## src/hw/rtl/lsm_pkg.sv

```systemverilog
// ----------------------------------------------------------------------------
// lsm_pkg
// Shared types, constants and helpers of the line substring matcher.
// ----------------------------------------------------------------------------
package lsm_pkg;

    localparam int LSM_MAX_PATTERN = 32;   // cells in the chain by default
    localparam int LSM_PAT_CHARS   = 32;   // characters the pattern words hold
    localparam int LSM_PAT_IDX_W   = 5;    // index into the pattern characters
    localparam int LSM_NUM_WORDS   = 4;
    localparam int LSM_WORD_W      = 64;
    localparam int LSM_LEN_W       = 6;
    localparam int LSM_CHAR_W      = 8;
    localparam int LSM_ADDR_W      = 6;
    localparam int LSM_REG_IDX_W   = 3;

    typedef enum logic [LSM_REG_IDX_W-1:0] {
        REG_CASE_SENSITIVE = 3'd0,
        REG_PATTERN_LENGTH = 3'd1,
        REG_PATTERN_WORD_0 = 3'd2,
        REG_PATTERN_WORD_1 = 3'd3,
        REG_PATTERN_WORD_2 = 3'd4,
        REG_PATTERN_WORD_3 = 3'd5
    } lsm_reg_idx_t;

    typedef struct packed {
        logic                                     case_sensitive;
        logic [LSM_LEN_W-1:0]                     pattern_length;
        logic [LSM_NUM_WORDS-1:0][LSM_WORD_W-1:0] pattern_word;
    } lsm_cfg_t;

    // Folds an ASCII upper-case letter to lower case when folding is on.
    function automatic logic [LSM_CHAR_W-1:0] lsm_fold(
        input logic [LSM_CHAR_W-1:0] c,
        input logic                  fold_en
    );
        logic [LSM_CHAR_W-1:0] r;
        r = c;
        if (fold_en && (c >= 8'h41) && (c <= 8'h5A))
        begin
            r = c + 8'h20;
        end
        return r;
    endfunction

endpackage

```

## src/hw/rtl/lsm_regs.sv

```systemverilog
// ----------------------------------------------------------------------------
// lsm_regs
// Configuration register file behind the APB-style port.
// ----------------------------------------------------------------------------
module lsm_regs
    import lsm_pkg::*;
(
    input  logic                  clk,
    input  logic                  rst_n,
    input  logic                  psel,
    input  logic                  penable,
    input  logic                  pwrite,
    input  logic [LSM_ADDR_W-1:0] paddr,
    input  logic [LSM_WORD_W-1:0] pwdata,
    output logic [LSM_WORD_W-1:0] prdata,
    output logic                  pready,
    output lsm_cfg_t              cfg
);

    lsm_cfg_t                 cfg_reg;
    lsm_cfg_t                 cfg_next;
    logic [LSM_REG_IDX_W-1:0] reg_idx;
    logic                     wr_en;

    assign pready  = 1'b1;
    assign reg_idx = paddr[LSM_ADDR_W-1:LSM_ADDR_W-LSM_REG_IDX_W];
    assign wr_en   = psel && penable && pwrite && pready;
    assign cfg     = cfg_reg;

    always_comb
    begin
        cfg_next = cfg_reg;
        if (wr_en)
        begin
            case (reg_idx)
                REG_CASE_SENSITIVE: cfg_next.case_sensitive  = pwdata[0];
                REG_PATTERN_LENGTH: cfg_next.pattern_length  = pwdata[LSM_LEN_W-1:0];
                REG_PATTERN_WORD_0: cfg_next.pattern_word[0] = pwdata;
                REG_PATTERN_WORD_1: cfg_next.pattern_word[1] = pwdata;
                REG_PATTERN_WORD_2: cfg_next.pattern_word[2] = pwdata;
                REG_PATTERN_WORD_3: cfg_next.pattern_word[3] = pwdata;
                default:            cfg_next = cfg_reg;
            endcase
        end
    end

    always_ff @(posedge clk or negedge rst_n)
    begin
        if (!rst_n)
        begin
            cfg_reg.case_sensitive <= 1'b1;
            cfg_reg.pattern_length <= LSM_LEN_W'(1);
            cfg_reg.pattern_word   <= '0;
        end
        else
        begin
            cfg_reg <= cfg_next;
        end
    end

    always_comb
    begin
        case (reg_idx)
            REG_CASE_SENSITIVE: prdata = {{(LSM_WORD_W-1){1'b0}}, cfg_reg.case_sensitive};
            REG_PATTERN_LENGTH: prdata = {{(LSM_WORD_W-LSM_LEN_W){1'b0}},
                                          cfg_reg.pattern_length};
            REG_PATTERN_WORD_0: prdata = cfg_reg.pattern_word[0];
            REG_PATTERN_WORD_1: prdata = cfg_reg.pattern_word[1];
            REG_PATTERN_WORD_2: prdata = cfg_reg.pattern_word[2];
            REG_PATTERN_WORD_3: prdata = cfg_reg.pattern_word[3];
            default:            prdata = '0;
        endcase
    end

endmodule

```

## src/hw/rtl/lsm_cell.sv

```systemverilog
// ----------------------------------------------------------------------------
// lsm_cell
// One history position: holds a character of the line and compares the
// character arriving at it with its pattern character.
// ----------------------------------------------------------------------------
module lsm_cell
    import lsm_pkg::*;
(
    input  logic                  clk,
    input  logic                  rst_n,
    input  logic                  shift_en,
    input  logic                  clear,
    input  logic                  fold_en,
    input  logic [LSM_CHAR_W-1:0] in_char,
    input  logic                  in_valid,
    input  logic                  care,
    input  logic [LSM_CHAR_W-1:0] pat_char,
    output logic [LSM_CHAR_W-1:0] out_char,
    output logic                  out_valid,
    output logic                  hit
);

    logic [LSM_CHAR_W-1:0] char_reg;
    logic [LSM_CHAR_W-1:0] char_next;
    logic                  valid_reg;
    logic                  valid_next;

    // The comparison sees the character that this beat moves into the cell.
    assign hit = !care ||
                 (in_valid && (lsm_fold(in_char, fold_en) == lsm_fold(pat_char, fold_en)));

    always_comb
    begin
        char_next  = char_reg;
        valid_next = valid_reg;
        if (shift_en)
        begin
            char_next  = in_char;
            valid_next = in_valid && !clear;
        end
    end

    always_ff @(posedge clk or negedge rst_n)
    begin
        if (!rst_n)
        begin
            valid_reg <= 1'b0;
        end
        else
        begin
            valid_reg <= valid_next;
        end
    end

    always_ff @(posedge clk)
    begin
        char_reg <= char_next;
    end

    assign out_char  = char_reg;
    assign out_valid = valid_reg;

endmodule

```

## src/hw/rtl/line_substring_matcher.sv

```systemverilog
// ----------------------------------------------------------------------------
// line_substring_matcher
// Grep-style line filter with optional ASCII case folding.
// ----------------------------------------------------------------------------
// Text enters one character per beat on the slave stream, tlast marking the
// last character of a line; the block takes one character every clock cycle
// while no held verdict stands untaken. The line history sits in a chain of
// MAX_PATTERN cells that shifts on every accepted beat, and all cells compare
// against their pattern characters in the same cycle, so the rate is set by
// that combinational compare across the chain. The verdict for a line appears
// on the master stream in the cycle after its last character is accepted, in
// bit 0 of tdata. The text stream stalls in every cycle in which a held
// verdict is not taken, whether or not the waiting character ends a line.
// ----------------------------------------------------------------------------
module line_substring_matcher
    import lsm_pkg::*;
#(
    parameter int MAX_PATTERN = LSM_MAX_PATTERN
)
(
    input  logic                  clk,
    input  logic                  rst_n,
    // APB-style configuration port
    input  logic                  psel,
    input  logic                  penable,
    input  logic                  pwrite,
    input  logic [LSM_ADDR_W-1:0] paddr,
    input  logic [LSM_WORD_W-1:0] pwdata,
    output logic [LSM_WORD_W-1:0] prdata,
    output logic                  pready,
    // Text stream
    input  logic                  s_tvalid,
    output logic                  s_tready,
    input  logic [7:0]            s_tdata,   // [7:0] text_char
    input  logic                  s_tlast,   // line_end
    // Verdict stream
    output logic                  m_tvalid,
    input  logic                  m_tready,
    output logic [7:0]            m_tdata    // [0] line_matched, [7:1] zero
);

    lsm_cfg_t             cfg;
    logic [LSM_LEN_W-1:0] len_eff;
    logic                 accept;
    logic                 line_done;
    logic                 match_now;

    logic [LSM_PAT_CHARS-1:0][LSM_CHAR_W-1:0] pat_bytes;
    logic [MAX_PATTERN-1:0][LSM_CHAR_W-1:0]   cell_char;
    logic [MAX_PATTERN-1:0]                   cell_valid;
    logic [MAX_PATTERN-1:0]                   cell_hit;

    logic found_reg;
    logic found_next;
    logic m_valid_reg;
    logic m_valid_next;
    logic m_match_reg;
    logic m_match_next;

    lsm_regs u_regs (
        .clk     (clk),
        .rst_n   (rst_n),
        .psel    (psel),
        .penable (penable),
        .pwrite  (pwrite),
        .paddr   (paddr),
        .pwdata  (pwdata),
        .prdata  (prdata),
        .pready  (pready),
        .cfg     (cfg)
    );

    assign pat_bytes = cfg.pattern_word;
    assign len_eff   = (cfg.pattern_length > LSM_LEN_W'(MAX_PATTERN)) ?
                       LSM_LEN_W'(MAX_PATTERN) : cfg.pattern_length;

    assign s_tready  = !m_valid_reg || m_tready;
    assign accept    = s_tvalid && s_tready;
    assign line_done = accept && s_tlast;

    genvar k;
    generate
        for (k = 0; k < MAX_PATTERN; k++)
        begin : g_cell
            logic                     care;
            logic [LSM_LEN_W-1:0]     pat_pos;
            logic [LSM_CHAR_W-1:0]    in_char;
            logic                     in_valid;

            // Cell k holds the character k places back, which lines up with
            // pattern character len-1-k.
            assign care    = LSM_LEN_W'(k) < len_eff;
            assign pat_pos = len_eff - LSM_LEN_W'(1) - LSM_LEN_W'(k);

            if (k == 0)
            begin : g_head
                assign in_char  = s_tdata;
                assign in_valid = 1'b1;
            end
            else
            begin : g_body
                assign in_char  = cell_char[k-1];
                assign in_valid = cell_valid[k-1];
            end

            lsm_cell u_cell (
                .clk       (clk),
                .rst_n     (rst_n),
                .shift_en  (accept),
                .clear     (s_tlast),
                .fold_en   (!cfg.case_sensitive),
                .in_char   (in_char),
                .in_valid  (in_valid),
                .care      (care),
                .pat_char  (pat_bytes[pat_pos[LSM_PAT_IDX_W-1:0]]),
                .out_char  (cell_char[k]),
                .out_valid (cell_valid[k]),
                .hit       (cell_hit[k])
            );
        end
    endgenerate

    assign match_now = &cell_hit;

    always_comb
    begin
        found_next   = found_reg;
        m_valid_next = m_valid_reg;
        m_match_next = m_match_reg;
        if (m_tready)
        begin
            m_valid_next = 1'b0;
        end
        if (accept)
        begin
            found_next = (found_reg || match_now) && !s_tlast;
        end
        if (line_done)
        begin
            m_valid_next = 1'b1;
            m_match_next = found_reg || match_now;
        end
    end

    always_ff @(posedge clk or negedge rst_n)
    begin
        if (!rst_n)
        begin
            found_reg   <= 1'b0;
            m_valid_reg <= 1'b0;
        end
        else
        begin
            found_reg   <= found_next;
            m_valid_reg <= m_valid_next;
        end
    end

    always_ff @(posedge clk)
    begin
        m_match_reg <= m_match_next;
    end

    assign m_tvalid = m_valid_reg;
    assign m_tdata  = {7'b0, m_match_reg};

    // A line end always produces a verdict in the next cycle.
    a_verdict_follows: assert property (
        @(posedge clk) disable iff (!rst_n)
        line_done |=> m_tvalid
    ) else $error("line end did not produce a verdict");

    // A held verdict that is not taken blocks the text stream.
    a_no_overrun: assert property (
        @(posedge clk) disable iff (!rst_n)
        (m_tvalid && !m_tready) |-> !s_tready
    ) else $error("input accepted while verdict stalled");

    // The history and the found flag are empty after a line end.
    a_line_cleared: assert property (
        @(posedge clk) disable iff (!rst_n)
        line_done |=> ((cell_valid == '0) && !found_reg)
    ) else $error("line state not cleared at line end");

    // An empty pattern matches every line.
    a_empty_pattern: assert property (
        @(posedge clk) disable iff (!rst_n)
        (line_done && (len_eff == '0)) |=> m_tdata[0]
    ) else $error("empty pattern did not match");

endmodule
```

## config.mk

```make
export PLATFORM = sky130hd
export DESIGN_NAME = line_substring_matcher
export DESIGN_NICKNAME = d
export VERILOG_FILES = /design/src/hw/rtl/lsm_pkg.sv /design/src/hw/rtl/lsm_regs.sv /design/src/hw/rtl/lsm_cell.sv /design/src/hw/rtl/line_substring_matcher.sv
export SDC_FILE = /design/constraint.sdc
export NUM_CORES = 2
export LEC_CHECK = 0
export BUFFER_PORTS_ARGS = -buffer_cell sky130_fd_sc_hd__buf_2
export CORE_MARGIN = 2
export CORE_UTILIZATION = 40
export DETAILED_ROUTE_END_ITERATION = 7
export MAX_ROUTING_LAYER = met4
export SYNTH_ARGS = -nofsm -noshare
export SYNTH_HDL_FRONTEND = slang
export SYNTH_SLANG_ARGS = --single-unit
export TNS_END_PERCENT = 20
```

## constraint.sdc

```tcl
create_clock -name clk -period 7.46 [get_ports clk]
set_input_delay 0.373 -clock clk [delete_from_list [all_inputs] [get_ports clk]]
set_output_delay 0.373 -clock clk [all_outputs]
set_load 0.05 [all_outputs]
```

Word level (Yosys, flattened, before mapping)
Cells that the tools add are included.

word-level totals
  flip-flop bits (word level) = 545
  input port bits = 86
  output and inout port bits = 75
  logic and storage cells = 801

cells by class
  $add $sub $neg = 96
  order comparisons = 193
  equality and inequality tests = 37
  mux-type cells = 132
  reductions and logical operators = 272

operator list
  kind                 number
  $bmux 8 s5           32
  $mux 8               96
  $add 8x6->8 const B  64
  $ge 8x7->1 const B   64
  $le 8x7->1 const B   64
  $pmux 64 s6          1
  $eq 8x8->1           32
  $logic_and 1x1->1    194
  $lt 5x6->1 const B   32
  $lt 5x6->1 const A   16
  $sub 5x5->5 const B  16
  $lt 4x6->1 const A   8
  $sub 5x4->5 const B  8
  $logic_not 1->1      35
  $logic_or 1x1->1     34
  $reduce_and 32->1    1
  $lt 3x6->1 const A   4
  $sub 5x3->5 const B  4
  $lt 1x6->1 const A   2
  $lt 2x6->1 const A   2
  $reduce_and 2->1     6
  $sub 5x1->5 const B  2
  $sub 5x2->5 const B  2
  $eq 3x2->1 const B   2
  7 further kinds      9

Longest topological paths before layout
  depth after elaboration = 16
  depth in mapped cells = 38

Modules after synthesis
Synthesis repeated with hierarchy kept, for this count alone.

unflattened totals
  cell total of the unflattened synthesis = 3746
  area total of the unflattened synthesis = 47162.7 um^2

by module, submodules not included
  module                  times used  cells each  area an instance (um^2)
  lsm_cell                32          54          609.3
  line_substring_matcher  1           1217        15870.2
  lsm_regs                1           801         11793.8

Worst setup path before layout
No wires, ideal clock.

  path type = flip-flop to flip-flop
  start = reg u_regs.cfg_reg, in the netlist u_regs.cfg[256]
  end = reg found_reg
  arrival = 7.740 ns
  path slack = -0.372 ns
  cell stages (with the launch flop) = 36
  period minus slack after synthesis = 7.832 ns
  path through = dfstp_2 -> nand2b_1 -> buf_4 -> inv_2 -> buf_6 -> buf_8 -> buf_6 -> buf_6 -> buf_6 -> buf_2 -> buf_2 -> ha_1 -> buf_2 -> inv_2 -> buf_2 -> clkbuf_1 -> buf_1 -> buf_1 -> ha_1 -> clkbuf_1 -> nor3b_1 -> o21ai_0 -> nand3_1 -> nand2_2 -> buf_2 -> mux4_2 -> mux2i_1 -> xnor2_1 -> a31o_2 -> nor4_1 -> o211ai_1 -> a2111oi_0 -> o311ai_1 -> nor4_1 -> a31o_1 -> o211a_1

on the way
  cells in the longest elaborated chain, start to end = 16

ends and longest elaborated chain
  what                                       line                           source
  from (decl)                                lsm_regs.sv:20                 lsm_cfg_t cfg_reg;
  from (signal assigned)                     lsm_regs.sv:57                 cfg_reg <= cfg_next;
  $gt 6x6->1                                 line_substring_matcher.sv:74   assign len_eff = (cfg.pattern_length > LSM_LEN_W'(MAX_PATTERN)) ?
  $mux 6 (*)                                 line_substring_matcher.sv:74
  $sub 5x1->5                                line_substring_matcher.sv:93   assign pat_pos = len_eff - LSM_LEN_W'(1) - LSM_LEN_W'(k);
  $sub 5x1->5, or another cell as far along  line_substring_matcher.sv:93
  $bmux 8 s5                                 line_substring_matcher.sv:115  .pat_char (pat_bytes[pat_pos[LSM_PAT_IDX_W-1:0]]),
  $mux 8 (not written as such)               line_substring_matcher.sv:115
  $ge 8x7->1                                 lsm_pkg.sv:39                  if (fold_en && (c >= 8'h41) && (c <= 8'h5A))
  $logic_and 1x1->1 (2 in a row)             lsm_pkg.sv:39
  $mux 8                                     lsm_pkg.sv:39
  $eq 8x8->1                                 lsm_cell.sv:30                 (in_valid && (lsm_fold(in_char, fold_en) == lsm_fold(pat_char, fold_en)));
  $logic_and 1x1->1                          lsm_cell.sv:30
  $logic_or 1x1->1                           lsm_cell.sv:29                 assign hit = !care ||
  $reduce_and 32->1 (*)                      line_substring_matcher.sv:123  assign match_now = &cell_hit;
  $logic_or 1x1->1 (*)                       line_substring_matcher.sv:136  found_next = (found_reg || match_now) && !s_tlast;
  $logic_and 1x1->1 (*)                      line_substring_matcher.sv:136
  to (signal assigned)                       line_substring_matcher.sv:154  found_reg <= found_next;
  to (decl)                                  line_substring_matcher.sv:53   logic found_reg;

Every way passes the cells marked *; elsewhere a longest branch is shown, timed or not. The select of a mux whose other input is x is not followed.
A chain may end at the register's enable or synchronous reset.

Final worst setup path
Ends and elaborated chain as after synthesis.

==> out/results.txt <==
Pin count of the biggest net entering global routing: 160
Number of global-route vias before repair: 48.7k
Critical path's slowest cell: or4b_1
Total Routing Usage GR: 46.7%
Worst hold slack: 0.0334 ns
1st-iter DRT viols: 7460
Final ANT Viol Nets: 0
Worst Setup EP: found_reg
Post-Route Setup TNS: 0 ns
Worst path required time: 8.11 ns
TritonCTS Sinks: 545
Port bufs: 149
Clock buffer depth: 3
Async S/R FF share, synth: 54.3%
Outcome: complete, but fails checks
Worst Reg-to-Reg Cells: 23
Core Util, Final: 45.5%
Grt ovf: 0
Number of flip-flops under the largest register name: 263
Hold Path Class: in2reg
Area Overhead vs Synth: 12.7%
PD cells: 542 nW/µm²
Avg WL per Cell: 42.2 µm
Num CTS Buffers: 68
RePlAce Congestion: 1.11
Worst reg2reg startpoint: u_regs.cfg[256]
Post CTS Setup Buffer Count: 0
Fillers: 12.8k
Max-cap viol count: 1
Fin crit share: 94.6%
Cell Area, Synth: 54000 µm²
Post-route cell area: 60800 µm²
Final Skew: 0.0636 ns
Fmax: 142 MHz
Crit. Startpoint: u_regs.cfg[256]
Worst-Skew Late Latency: 0.71 ns
Die ar.: 138000 µm²
Worst-margin pin slew: 1.53 ns
Crit path kind: reg2reg
# DRC: 0
First-pass GRT wire length: 427 mm
Slew Viols, Final: 4
Warnings, synthesis: 0
Register-to-register setup slack: 0.40 ns
Failing checks: capacitance limit, slew limit
DR vias: 52.9k
Setup-failing EPs final: 0
TritonCTS clock tree: yes
Die W: 371 µm
Num ports: 161
Via-to-Cell Ratio: 7.01
Root Buffer: clkbuf_16
DP Wirelength: 254 mm
CTS clk-pin slew, worst paths: 0.07 ns
R2R Path End: found_reg
RSZ-0062 raised after global routing: false
Number of synthesized flops with an enable pin: 249
Crit end category: flip-flop
Seq/Total Area, Yosys: 27.6%
Final Hold Fails: 0
Placement row count: 134
Initial antenna violation count: 19
Netlist cell types: 121
Startpoint types: flip-flop
Tmin final: 7.06 ns
Mapped Cells: 5528
DRT Pass-1 Iters: 7
Core area: 134000 µm²
Synth Area per Inst: 9.76 µm²
Area contributors post-synth: edfxtp_1, dfrtp_1, mux2i_1
Final net count: 5873
Post-DP Area: 57800 µm²
Critical path arrival: 7.71 ns
Share of layout cells above drive strength 1: 24.2%
Slew margin rel.: -2.94%
Most frequent cells in the layout: mux2i_1, mux2_2, nand2_1
Top cell by count, worst path: buf_4
Crit-path cells: or4b_1, o21ai_4, inv_6, ha_2, buf_4, nor2_1, buf_4, a22oi_1, o2bb2ai_1, mux2_2, mux2i_1, inv_1, ha_1, nor4b_1, a21oi_1, buf_4, xnor2_1, o31ai_1, buf_4, o2111ai_1, nor4_1, a31o_1, o211a_1
Final WL: 319 mm
Commonest non-fill, non-tap cell in the layout: mux2i_1
Post-synth top area share: 13.9%
Synth area leader: edfxtp_1
Depth of the CTS H-tree: 3
Leakage: 23.9 nW
Hold buffers post-CTS: 55
Synth Flop Type: dfrtp_1
Max stage delay on crit path: 0.78 ns
Max Fanout on Critical Path: 30
Post-cts gate resize count: 0
Flops & latches, synth: 545
Die height: 371 µm
Initial core utilization: 40.4%
Maximum VDD drop: 0.297 mV
[stage by stage]
stage	worst slack [ns]	std cells	total power, W
floorplan	0.0841	5534	0.0182
global placement	0.520	7355	0.0282
detailed placement	0.442	7355	0.0283
CTS	0.422	7533	0.0319
global route	0.000860	7544	0.0337
finish	0.402	7551	0.0330
[area by class of cell]
| type | instances | area, µm² | area share [%] |
|---|---|---|---|
| flip-flops and latches | 545 | 14900 | 24.5 |
| clock inverters | 35 | 472 | 0.776 |
| repair buffers | 542 | 4060 | 6.68 |
| inverters | 122 | 475 | 0.782 |
| multi-input cells | 4433 | 36700 | 60.4 |
| diodes | 18 | 45.0 | 0.0741 |
| clock buffers | 88 | 1920 | 3.15 |
| well taps | 1768 | 2210 | 3.64 |
[worst min-delay path by stage]
stage	slack [ns]	depth (start not counted)	endpoint	start
floorplan	0.08	0	found_reg	rst_n
global placement	0.46	1	g_cell[29].u_cell.out_valid	rst_n
detailed placement	0.47	1	g_cell[29].u_cell.out_valid	rst_n
CTS	0.002	3	u_regs.cfg[196]	pwdata[4]
global route	0.04	3	u_regs.cfg[12]	pwdata[12]
finish	0.03	3	u_regs.cfg[196]	pwdata[4]
[Yosys cell counts, drive strengths merged (88+ instances only)]
cell and instances:
mux2i 654, mux2 418, nand2 405, nor2 366, dfrtp 294, edfxtp 249, o21ai 239, mux4 237
buf 227, clkbuf 207, xnor2 175, nand3 172, a21oi 156, o22ai 134, nor3 123, inv 118
xor2 109, a31oi 88
[worst max-delay path, delay by kind of cell (launching register included)]
family                     cells  cell delay, ns
adders and majority gates      2            0.58
buffers and inverters          6            1.17
AOI/OAI and AO/OA              8            1.75
xor gates and xnor gates       1            0.12
and+or+nand+nor                4            2.06
muxes                          2            0.66
DFF                            1            0.63
[power by group]
part,switching (W),internal [W],total [W]
registers,0.00115,0.00356,0.00471
logic,0.0161,0.00864,0.0247
clock network,0.00149,0.00206,0.00355
[metal layers]
metal / vias up / track usage [%] / wire [µm]
met2: 3430 / 64.8 / 132000
li1: 21900 / - / -
met3: 761 / 12.0 / 33800
met4: 0 / 32.8 / 28200
met1: 26900 / 58.8 / 125000
met5: - / - / 0
[cell families after synthesis]
family	Yosys count	synth area share [%]
DFF	545	27.6
muxes	1309	30.8
AOI/OAI and AO/OA	1268	16.5
and+or+nand+nor	1486	13.5
adders and majority gates	75	1.74
other	2	0.0139
buffers and inverters	556	4.98
xor gates and xnor gates	287	4.93
Power figures use the tool's default switching activity.
